File: config.mk
export PLATFORM = sky130hd
export DESIGN_NAME = lorenz_euler_integrator
export DESIGN_NICKNAME = d
export VERILOG_FILES = /design/src/rtl/core/lei_pkg.sv /design/src/rtl/core/lorenz_euler_integrator.sv
export VERILOG_INCLUDE_DIRS = /design/src /design/src/rtl/core
export SDC_FILE = /design/constraint.sdc
export NUM_CORES = 2
export LEC_CHECK = 0
export BUFFER_PORTS_ARGS = -buffer_cell sky130_fd_sc_hd__buf_4
export CORE_ASPECT_RATIO = 1.25
export CORE_MARGIN = 3
export CORE_UTILIZATION = 59
export DETAILED_ROUTE_END_ITERATION = 6
export GPL_ROUTABILITY_DRIVEN = 1
export PLACE_DENSITY = 0.86
export SYNTH_ARGS = -nofsm -noshare
export SYNTH_HDL_FRONTEND = slang
export SYNTH_SLANG_ARGS = --single-unit
File: constraint.sdc
create_clock -name clk -period 10.1 [get_ports clk]
set_input_delay 1.515 -clock clk [delete_from_list [all_inputs] [get_ports clk]]
set_output_delay 1.515 -clock clk [all_outputs]
set_load 0.02 [all_outputs]
File: src/rtl/core/lorenz_euler_integrator_macros.svh
// Assertion macros for the Lorenz Euler integrator.
`ifndef LORENZ_EULER_INTEGRATOR_MACROS_SVH
`define LORENZ_EULER_INTEGRATOR_MACROS_SVH

`ifndef SYNTHESIS
`define LEI_ASSERT_IMPL(lbl, ante, cons, msg) \
	lbl: assert property (@(posedge clk) disable iff (!arst_n) (ante) |-> (cons)) else $error(msg);
`define LEI_ASSERT_NEXT(lbl, ante, cons, msg) \
	lbl: assert property (@(posedge clk) disable iff (!arst_n) (ante) |=> (cons)) else $error(msg);
`else
`define LEI_ASSERT_IMPL(lbl, ante, cons, msg)
`define LEI_ASSERT_NEXT(lbl, ante, cons, msg)
`endif

`endif

File: src/rtl/core/lei_pkg.sv
// Shared types and constants for the Lorenz Euler integrator.
package lei_pkg;

	localparam int unsigned COORD_W = 32;
	localparam int unsigned DT_W    = 31;
	localparam int unsigned CIDX_W  = 3;
	localparam int unsigned MUL_A_W = COORD_W + 1;
	localparam int unsigned MUL_B_W = COORD_W;
	localparam int unsigned PROD_W  = MUL_A_W + MUL_B_W;

	typedef logic signed [COORD_W-1:0] coord_t;
	typedef logic signed [MUL_A_W-1:0] mul_a_t;
	typedef logic [CIDX_W-1:0]         cfg_idx_t;

	localparam cfg_idx_t REG_SIGMA   = 3'd0;
	localparam cfg_idx_t REG_BETA    = 3'd1;
	localparam cfg_idx_t REG_RHO     = 3'd2;
	localparam cfg_idx_t REG_DT      = 3'd3;
	localparam cfg_idx_t REG_START_X = 3'd4;
	localparam cfg_idx_t REG_START_Y = 3'd5;
	localparam cfg_idx_t REG_START_Z = 3'd6;

	localparam coord_t COORD_MAX = 32'sh7FFF_FFFF;
	localparam coord_t COORD_MIN = 32'sh8000_0000;

endpackage

File: src/rtl/core/lorenz_euler_integrator.sv
// Lorenz attractor forward Euler stepper on one shared multiplier.
// The run does one multiply per cycle, from input transfer to result valid.
// A new item is taken only once the last has left the run state, after its seven products through one multiplier.
// The last step stalls while an earlier result waits on the output register.
// Reset (arst_n low, asynchronous): registers load sigma 10, beta 2.666, rho 28,
// dt 0.001, start point (1,1,1); coordinates load (1,1,1); both channels go idle.
`include "lorenz_euler_integrator_macros.svh"

module lorenz_euler_integrator #(
	parameter int FRAC_BITS = 24
) (
	input  logic                                clk,
	input  logic                                arst_n,
	input  logic                                cfg_wen,
	input  logic [lei_pkg::CIDX_W-1:0]          cfg_idx,
	input  logic [lei_pkg::COORD_W-1:0]         cfg_wdata,
	input  logic                                in_valid,
	output logic                                in_ready,
	input  logic                                restart,
	output logic                                out_valid,
	input  logic                                out_ready,
	output logic signed [lei_pkg::COORD_W-1:0]  next_x,
	output logic signed [lei_pkg::COORD_W-1:0]  next_y,
	output logic signed [lei_pkg::COORD_W-1:0]  next_z,
	output logic                                clamped
);

	localparam int RES_W = lei_pkg::PROD_W - FRAC_BITS;
	localparam int SUM_W = RES_W + 2;
	localparam int CW    = lei_pkg::COORD_W;

	localparam logic [CW-1:0] RST_SIGMA = CW'(64'd10 << FRAC_BITS);
	localparam logic [CW-1:0] RST_BETA  = CW'(((64'd2666 << FRAC_BITS) + 64'd500) / 64'd1000);
	localparam logic [CW-1:0] RST_RHO   = CW'(64'd28 << FRAC_BITS);
	localparam logic [CW-1:0] RST_ONE   = CW'(64'd1 << FRAC_BITS);
	localparam logic [lei_pkg::DT_W-1:0] RST_DT =
		lei_pkg::DT_W'(((64'd1 << FRAC_BITS) + 64'd500) / 64'd1000);

	typedef enum logic {S_IDLE, S_RUN} state_t;
	typedef enum logic [2:0] {
		ST_XY, ST_BZ, ST_SIG, ST_RHO, ST_DTZ, ST_DTX, ST_DTY, ST_DONE
	} step_t;

	state_t state_q;
	step_t  cnt_q;
	step_t  post_step;
	logic   out_valid_q;
	logic   flag_q;

	lei_pkg::coord_t sigma_q, beta_q, rho_q;
	logic [lei_pkg::DT_W-1:0] dt_q;
	lei_pkg::coord_t sx_q, sy_q, sz_q;
	lei_pkg::coord_t pos_x_q, pos_y_q, pos_z_q;

	lei_pkg::mul_a_t dxy_q, drz_q;
	logic signed [lei_pkg::PROD_W-1:0] prod_q;
	logic signed [RES_W-1:0] t_q;
	lei_pkg::coord_t dx_q, dy_q, dz_q;
	lei_pkg::coord_t out_x_q, out_y_q, out_z_q;
	logic clamped_q;

	lei_pkg::mul_a_t ma;
	lei_pkg::coord_t mb;
	logic signed [lei_pkg::PROD_W-1:0] prod;
	logic signed [RES_W-1:0] r;
	logic signed [SUM_W-1:0] add_a, add_b, sum;
	logic add_sub;
	logic ovf;
	lei_pkg::coord_t sat;
	logic step_go;
	logic in_xfer;

	assign in_ready  = (state_q == S_IDLE);
	assign in_xfer   = in_valid && in_ready;
	assign out_valid = out_valid_q;
	assign next_x    = out_x_q;
	assign next_y    = out_y_q;
	assign next_z    = out_z_q;
	assign clamped   = clamped_q;

	assign step_go   = (state_q == S_RUN) &&
		((cnt_q != ST_DONE) || !out_valid_q || out_ready);
	assign post_step = step_t'(cnt_q - 3'd1);

	always_comb begin
		ma = '0;
		mb = '0;
		case (cnt_q)
			ST_XY: begin
				ma = lei_pkg::MUL_A_W'(pos_x_q);
				mb = pos_y_q;
			end
			ST_BZ: begin
				ma = lei_pkg::MUL_A_W'(pos_z_q);
				mb = beta_q;
			end
			ST_SIG: begin
				ma = dxy_q;
				mb = sigma_q;
			end
			ST_RHO: begin
				ma = drz_q;
				mb = pos_x_q;
			end
			ST_DTZ: begin
				ma = {2'b00, dt_q};
				mb = dz_q;
			end
			ST_DTX: begin
				ma = {2'b00, dt_q};
				mb = dx_q;
			end
			ST_DTY: begin
				ma = {2'b00, dt_q};
				mb = dy_q;
			end
			default: begin
				ma = '0;
				mb = '0;
			end
		endcase
	end

	assign prod = lei_pkg::PROD_W'(ma) * lei_pkg::PROD_W'(mb);
	assign r    = RES_W'(prod_q >>> FRAC_BITS);

	always_comb begin
		add_a   = '0;
		add_b   = '0;
		add_sub = 1'b0;
		case (post_step)
			ST_XY: begin
				add_b = SUM_W'(r);
			end
			ST_BZ: begin
				add_a   = SUM_W'(t_q);
				add_b   = SUM_W'(r);
				add_sub = 1'b1;
			end
			ST_SIG: begin
				add_b = SUM_W'(r);
			end
			ST_RHO: begin
				add_a   = SUM_W'(r);
				add_b   = SUM_W'(pos_y_q);
				add_sub = 1'b1;
			end
			ST_DTZ: begin
				add_a = SUM_W'(pos_z_q);
				add_b = SUM_W'(r);
			end
			ST_DTX: begin
				add_a = SUM_W'(pos_x_q);
				add_b = SUM_W'(r);
			end
			ST_DTY: begin
				add_a = SUM_W'(pos_y_q);
				add_b = SUM_W'(r);
			end
			default: begin
				add_a   = '0;
				add_b   = '0;
				add_sub = 1'b0;
			end
		endcase
	end

	assign sum = add_a + (add_sub ? -add_b : add_b);
	assign ovf = !((&sum[SUM_W-1:CW-1]) || !(|sum[SUM_W-1:CW-1]));
	assign sat = ovf ? (sum[SUM_W-1] ? lei_pkg::COORD_MIN : lei_pkg::COORD_MAX)
		: sum[CW-1:0];

	always_ff @(posedge clk or negedge arst_n) begin
		if (!arst_n) begin
			state_q     <= S_IDLE;
			cnt_q       <= ST_XY;
			out_valid_q <= 1'b0;
			flag_q      <= 1'b0;
			sigma_q     <= RST_SIGMA;
			beta_q      <= RST_BETA;
			rho_q       <= RST_RHO;
			dt_q        <= RST_DT;
			sx_q        <= RST_ONE;
			sy_q        <= RST_ONE;
			sz_q        <= RST_ONE;
			pos_x_q     <= RST_ONE;
			pos_y_q     <= RST_ONE;
			pos_z_q     <= RST_ONE;
		end else begin
			if (cfg_wen) begin
				case (cfg_idx)
					lei_pkg::REG_SIGMA:   sigma_q <= cfg_wdata;
					lei_pkg::REG_BETA:    beta_q  <= cfg_wdata;
					lei_pkg::REG_RHO:     rho_q   <= cfg_wdata;
					lei_pkg::REG_DT:      dt_q    <= cfg_wdata[lei_pkg::DT_W-1:0];
					lei_pkg::REG_START_X: sx_q    <= cfg_wdata;
					lei_pkg::REG_START_Y: sy_q    <= cfg_wdata;
					lei_pkg::REG_START_Z: sz_q    <= cfg_wdata;
					default: ;
				endcase
			end
			if (out_valid_q && out_ready && !(step_go && cnt_q == ST_DONE)) begin
				out_valid_q <= 1'b0;
			end
			case (state_q)
				S_IDLE: begin
					if (in_xfer) begin
						state_q <= S_RUN;
						cnt_q   <= ST_XY;
						flag_q  <= 1'b0;
						if (restart) begin
							pos_x_q <= sx_q;
							pos_y_q <= sy_q;
							pos_z_q <= sz_q;
						end
					end
				end
				S_RUN: begin
					if (step_go) begin
						if (post_step != ST_XY && post_step != ST_DONE) begin
							flag_q <= flag_q | ovf;
						end
						case (post_step)
							ST_DTZ: pos_z_q <= sat;
							ST_DTX: pos_x_q <= sat;
							ST_DTY: pos_y_q <= sat;
							default: ;
						endcase
						if (cnt_q == ST_DONE) begin
							state_q     <= S_IDLE;
							out_valid_q <= 1'b1;
						end else begin
							cnt_q <= step_t'(cnt_q + 3'd1);
						end
					end
				end
				default: state_q <= S_IDLE;
			endcase
		end
	end

	always_ff @(posedge clk) begin
		if (step_go) begin
			prod_q <= prod;
			if (cnt_q == ST_XY) begin
				dxy_q <= lei_pkg::MUL_A_W'(pos_y_q) - lei_pkg::MUL_A_W'(pos_x_q);
				drz_q <= lei_pkg::MUL_A_W'(rho_q) - lei_pkg::MUL_A_W'(pos_z_q);
			end
			case (post_step)
				ST_XY:  t_q  <= RES_W'(sum);
				ST_BZ:  dz_q <= sat;
				ST_SIG: dx_q <= sat;
				ST_RHO: dy_q <= sat;
				default: ;
			endcase
			if (cnt_q == ST_DONE) begin
				out_x_q   <= pos_x_q;
				out_y_q   <= sat;
				out_z_q   <= pos_z_q;
				clamped_q <= flag_q | ovf;
			end
		end
	end

	`LEI_ASSERT_NEXT(a_xfer_starts_run, in_xfer, state_q == S_RUN && cnt_q == ST_XY, "run did not start after input transfer")
	`LEI_ASSERT_NEXT(a_step_advance, state_q == S_RUN && cnt_q != ST_DONE, cnt_q == step_t'($past(cnt_q) + 3'd1), "sequencer skipped a step")
	`LEI_ASSERT_IMPL(a_result_from_done, $rose(out_valid_q), $past(state_q == S_RUN && cnt_q == ST_DONE), "result raised outside final step")

endmodule

== After elaboration in Yosys (flattened, before gate mapping) ==
Index checks and enable logic that the tools add are counted.

* Flip-flop bits (word level): 690
* Input port bits: 41
* Output and inout port bits: 99
* Logic and storage cells: 142

* Add/subtract/negate cells: 6
* $mul: 1
* Eq/ne operators: 29
* Multiplexer cells: 39
* Bitwise operators: 2
* Reductions and logical operators: 40

{| class="wikitable"
|+ Operator list
! operator !! number
|-
| 32-bit 2-to-1 mux || 14
|-
| 32-bit case mux with 7 select lines || 1
|-
| 43-bit case mux with 5 select lines || 1
|-
| 32-bit case mux with 2 select lines || 3
|-
| 33-bit case mux with 5 select lines || 1
|-
| 43-bit case mux with 2 select lines || 1
|-
| 32-bit by 32-bit subtractor with 33-bit output || 2
|-
| 33-bit by 32-bit multiplier with 65-bit output || 1
|-
| 43-bit adder || 1
|-
| 43-bit 2-to-1 mux || 1
|-
| 43-bit negator || 1
|-
| 3-bit == test, second input constant || 10
|-
| 2-bit AND reduction || 13
|-
| 3-bit by 2-bit == test with 1-bit output, second input constant || 6
|-
| 2-bit by 1-bit inequality test with 1-bit output, second input constant || 7
|-
| 12-bit AND reduction || 1
|-
| 4-bit AND reduction || 3
|-
| 12-bit OR reduction || 1
|-
| 1-bit 2-to-1 mux || 11
|-
| 3-bit by 1-bit == test with 1-bit output, second input constant || 3
|-
| 3-bit logical NOT || 3
|-
| 3-bit 2-to-1 mux || 3
|-
| 1-bit logical AND || 6
|-
| 3-bit inequality test, second input constant || 2
|-
| 14 further kinds || 21
|}

== Logic depth before layout (Yosys ltp) ==
* Depth in word-level cells: 15
* Depth in mapped cells: 40
* Depth with buffers taken out: 36

== Worst setup path after synthesis ==
No wires, ideal clock.

* Path kind: register to register
* Start: register cnt_q[0]
* End: register prod_q[63] (netlist bit), data pin
* Library setup time: 259 ps
* Data arrival time: 9,757 ps
* Data required time: 9,841 ps
* Slack: 84 ps
* Cell stages (with the launch flop): 37
* Path buffers: 5
* Period minus slack after synthesis: 10,016 ps
* Path through: dfrtp_1 inv_1 ha_1 buf_4 buf_4 clkbuf_1 clkbuf_1 a222oi_1 nor2_1 a221oi_1 clkbuf_1 nor2_1 fa_1 inv_1 fa_1 fa_1 inv_1 fa_1 fa_1 fa_1 fa_1 inv_1 fa_1 inv_1 ha_1 and3_1 a221o_1 a31o_2 o2111ai_1 a31oi_2 o31a_1 a21o_2 a41oi_2 o21ai_0 a21oi_1 o21ai_0 xnor2_1

* Word-level cells in the longest chain between the ends: 4
* Elaborated cells between the ends (all ways): 11
* Classes of those cells: 1 x mul; 6 x eq/ne; 2 x mux; 2 x reduce/logical

{| class="wikitable"
|+ RTL lines
! item !! line !! source
|-
| from (decl) || lorenz_euler_integrator.sv:45 || <nowiki>step_t cnt_q;</nowiki>
|-
| from (signal assigned) || lorenz_euler_integrator.sv:233 || <nowiki>cnt_q <= step_t'(cnt_q + 3'd1);</nowiki>
|-
| 3-bit == test || lorenz_euler_integrator.sv:88 || <nowiki>case (cnt_q)</nowiki>
|-
| 3-bit OR reduction (no line) || n/a ||
|-
| 33-bit case mux with 5 select lines || lorenz_euler_integrator.sv:88 ||
|-
| 33-bit by 32-bit multiplier with 65-bit output * || lorenz_euler_integrator.sv:124 || <nowiki>assign prod = lei_pkg::PROD_W'(ma) * lei_pkg::PROD_W'(mb);</nowiki>
|-
| named net prod (one bit) || lorenz_euler_integrator.sv:64 || <nowiki>logic signed [lei_pkg::PROD_W-1:0] prod;</nowiki>
|-
| to (signal assigned) || lorenz_euler_integrator.sv:244 || <nowiki>prod_q <= prod;</nowiki>
|-
| to (decl) || lorenz_euler_integrator.sv:56 || <nowiki>logic signed [lei_pkg::PROD_W-1:0] prod_q;</nowiki>
|}

The timed path passes the listed nets; every way through them passes the cells marked *.
A chain may end at the register's enable or synchronous reset.

== Final worst setup path ==
* Start: register cnt_q[0]
* End: register prod_q[59] (netlist bit), data pin

The elaborated chain is that of the path after synthesis.

==> impl_metrics.env <==
export IMPL_ys_top_cells_by_area="fa_1, edfxtp_1, dfrtp_1, inv_1, ha_1"
export IMPL_place_inst=8515
export IMPL_ys_flop_type="edfxtp_1"
export IMPL_grt_max_degree=154
export IMPL_drt_iter0_drc=6912
export IMPL_tightest_slew_ns=1.20
export IMPL_hp_start="sy_q[31]$_DFFE_PN0P_"
export IMPL_die_y_microns=390
export IMPL_cp_max_fo=22
export IMPL_synth_most_common_cell="inv_1"
export IMPL_fin_ws_ns=0.263
export IMPL_final_cells=8666
export IMPL_root_buffer="clkbuf_16"
export IMPL_wire_per_inst_microns=27.0
export IMPL_antenna_left=0
export IMPL_synth_cell_types=101
export IMPL_nNetsFinal=8493
export IMPL_cp_data_arrival_time_ns=10.22
export IMPL_grt_total_usage=0.388
export IMPL_worstSetupStartpointType="register"
export IMPL_hold_path_class="reg2reg"
export IMPL_final_hold_violation_count=0
export IMPL_fin_worst_skew_ns=0.0490
export IMPL_end_kind="register"
export IMPL_final_area_sq_mm=0.0762
export IMPL_crit_top_cell="fa_1"
export IMPL_insertion_delay_ns=0.68
export IMPL_start_util=0.596
export IMPL_pin_count=140
export IMPL_drive_gt1_frac=0.132
export IMPL_row_count=140
export IMPL_synth_edf_count=341
export IMPL_max_cap_violations=0
export IMPL_die_w_microns=313
export IMPL_place_ws_ns=0.0388
export IMPL_syn2layout_area_growth_pct=9.73
export IMPL_status="complete, but fails checks"
export IMPL_yosysSeqAreaShare=0.265
export IMPL_tritoncts="built"
export IMPL_grt_pass1_wl_microns=352000
export IMPL_cts_buffers=69
export IMPL_place_area_sq_mm=0.0736
export IMPL_slew_limit_headroom=0.197
export IMPL_synth_top_area_share=0.321
export IMPL_mappedNetlistNets=8349
export IMPL_cts_buffer_depth=3
export IMPL_viasPerCell=6.38
export IMPL_dr_pass1_iters=7
export IMPL_io_buffers=139
export IMPL_grt_pass1_vias=58576
export IMPL_synthTopCellsByCount="inv_1, fa_1, nand2_1"
export IMPL_drc_errors=59
export IMPL_antenna_found_initial=16
export IMPL_ys_ff_latch=666
export IMPL_report_final_slew_viol_count=0
export IMPL_yosys_area_top_type="fa_1"
export IMPL_path_class="reg2reg"
export IMPL_finalSetupViolations=0
export IMPL_crit_path_start="cnt_q[0]$_DFFE_PN0P_"
export IMPL_wl_microns=234000
export IMPL_overflow=0
export IMPL_critPathMaxStageDelay_ns=0.58
export IMPL_synthCells=6897
export IMPL_syn_area_per_cell_sq_um=10.1
export IMPL_hpwlAfterDp_microns=183000
export IMPL_clock_sinks=666
export IMPL_cpMaxStageDelayCell="fa_1"
export IMPL_period_share=0.974
export IMPL_violations="design-rule violations"
export IMPL_yosysWarnings=0
export IMPL_clk_pin_slew_ns=0.07
export IMPL_core_sq_mm=0.117
export IMPL_place_congestion=1.05
export IMPL_worstPathRequired_ns=10.49
export IMPL_r2r_start="cnt_q[0]$_DFFE_PN0P_"
export IMPL_syn_area_sq_mm=0.0695
export IMPL_die_area_sq_mm=0.122
export IMPL_fmax_mhz=102
export IMPL_htree_levels=3
export IMPL_ys_async_sr_fraction=0.488
export IMPL_vias=55269
export IMPL_period_minus_slack_ns=9.84
==> per-stage QoR <==
step | TNS [ns] | util | hold slack (ns)
2_1_floorplan | 0 | - | 0.460
3_3_place_gp | 0 | 0.631 | 0.479
3_5_place_dp | 0 | 0.631 | 0.487
4_1_cts | 0 | 0.651 | 0.501
5_1_grt | -0.00199 | 0.653 | 0.509
6_report | 0 | 0.653 | 0.499
==> kinds of logic (layout without fill, tap and decap cells) <==
kind of cell    count (synthesis)  in the layout  share of synthesized area
compound gates               1082           1082                      0.106
xor+xnor                      168            168                     0.0214
fa+ha+maj                    1411           1411                      0.374
buf+inv                      1541           1741                     0.0851
flops                         666            666                      0.265
mux                           228            228                     0.0369
other cells                     0              7                          0
simple gates                 1801           1801                      0.111
==> layout by cell type, fill, tap and decap left out, types with 42 or more instances in the layout <==
cell type  count
mux2_2       223
a21oi_1      300
a22oi_1      126
nand2_1      735
buf_4        409
o21ai_1       79
edfxtp_1     341
xnor2_1      121
o21ai_0      101
a21o_1       100
xor2_1        43
inv_1       1178
a222oi_1      70
dfrtp_1      289
nor2_1       690
nor3_1        42
ha_1         292
clkbuf_16     73
and3_1       108
fa_1        1110
and2_1        42
==> state kept, by name, indices dropped and copies added (netlist names), 33 cells and up <==
signal	count
drz_q	33
dxy_q	33
prod_q	41
t_q	41
==> area by class of cell <==
type | instances | area, sq um
multi-input cells | 4690 | 45600
clock buffers | 86 | 1870
fillers | 8967 | 40400
clock inverters | 41 | 439
diodes | 7 | 17.5
repair buffers | 433 | 3490
flip-flops and latches | 666 | 18400
inverters | 1181 | 4430
well taps | 1562 | 1950
==> worst paths after layout <==
path / slack, ns / cells after the start / to
max in group asynchronous: 7.66 / 2 / rho_q[29]$_DFFE_PN0P_
hold / removal: 0.50 / 1 / sy_q[31]$_DFFE_PN0P_
min in group asynchronous: 0.93 / 1 / sx_q[4]$_DFFE_PN0P_
setup reg to reg: 0.26 / 33 / prod_q[59]$_DFFE_PP_
hold reg to reg: 0.50 / 1 / sy_q[31]$_DFFE_PN0P_
setup / recovery: 0.26 / 33 / prod_q[59]$_DFFE_PP_
==> layer usage <==
metal  routed length (microns)  global-route usage  part of all wire
met1                     78700               0.474              0.34
met2                    105000               0.600              0.45
met3                     31600               0.117              0.13
met4                     19100               0.260             0.082
met5                       163                   0           0.00070
==> what timing repair did <==
action	CTS	global route
pin swaps	0	5
gates resized for setup	1	32
setup buffers	0	17
gates cloned	0	0
endpoints found under the setup margin	1	215
hold buffers	0	0
==> critical path: cells and delay by family, from the launching register on <==
family	cells	cell delay, ns
DFF	1	0.44
xor gates and xnor gates	1	0.09
and+or+nand+nor	6	0.91
AOI/OAI and AO/OA	8	2.18
buffers and inverters	8	1.19
adders and majority gates	10	4.71
Power is left out: the tool's default activity adds up to more than one toggle a clock period on the data nets, which glitch-free logic cannot reach.
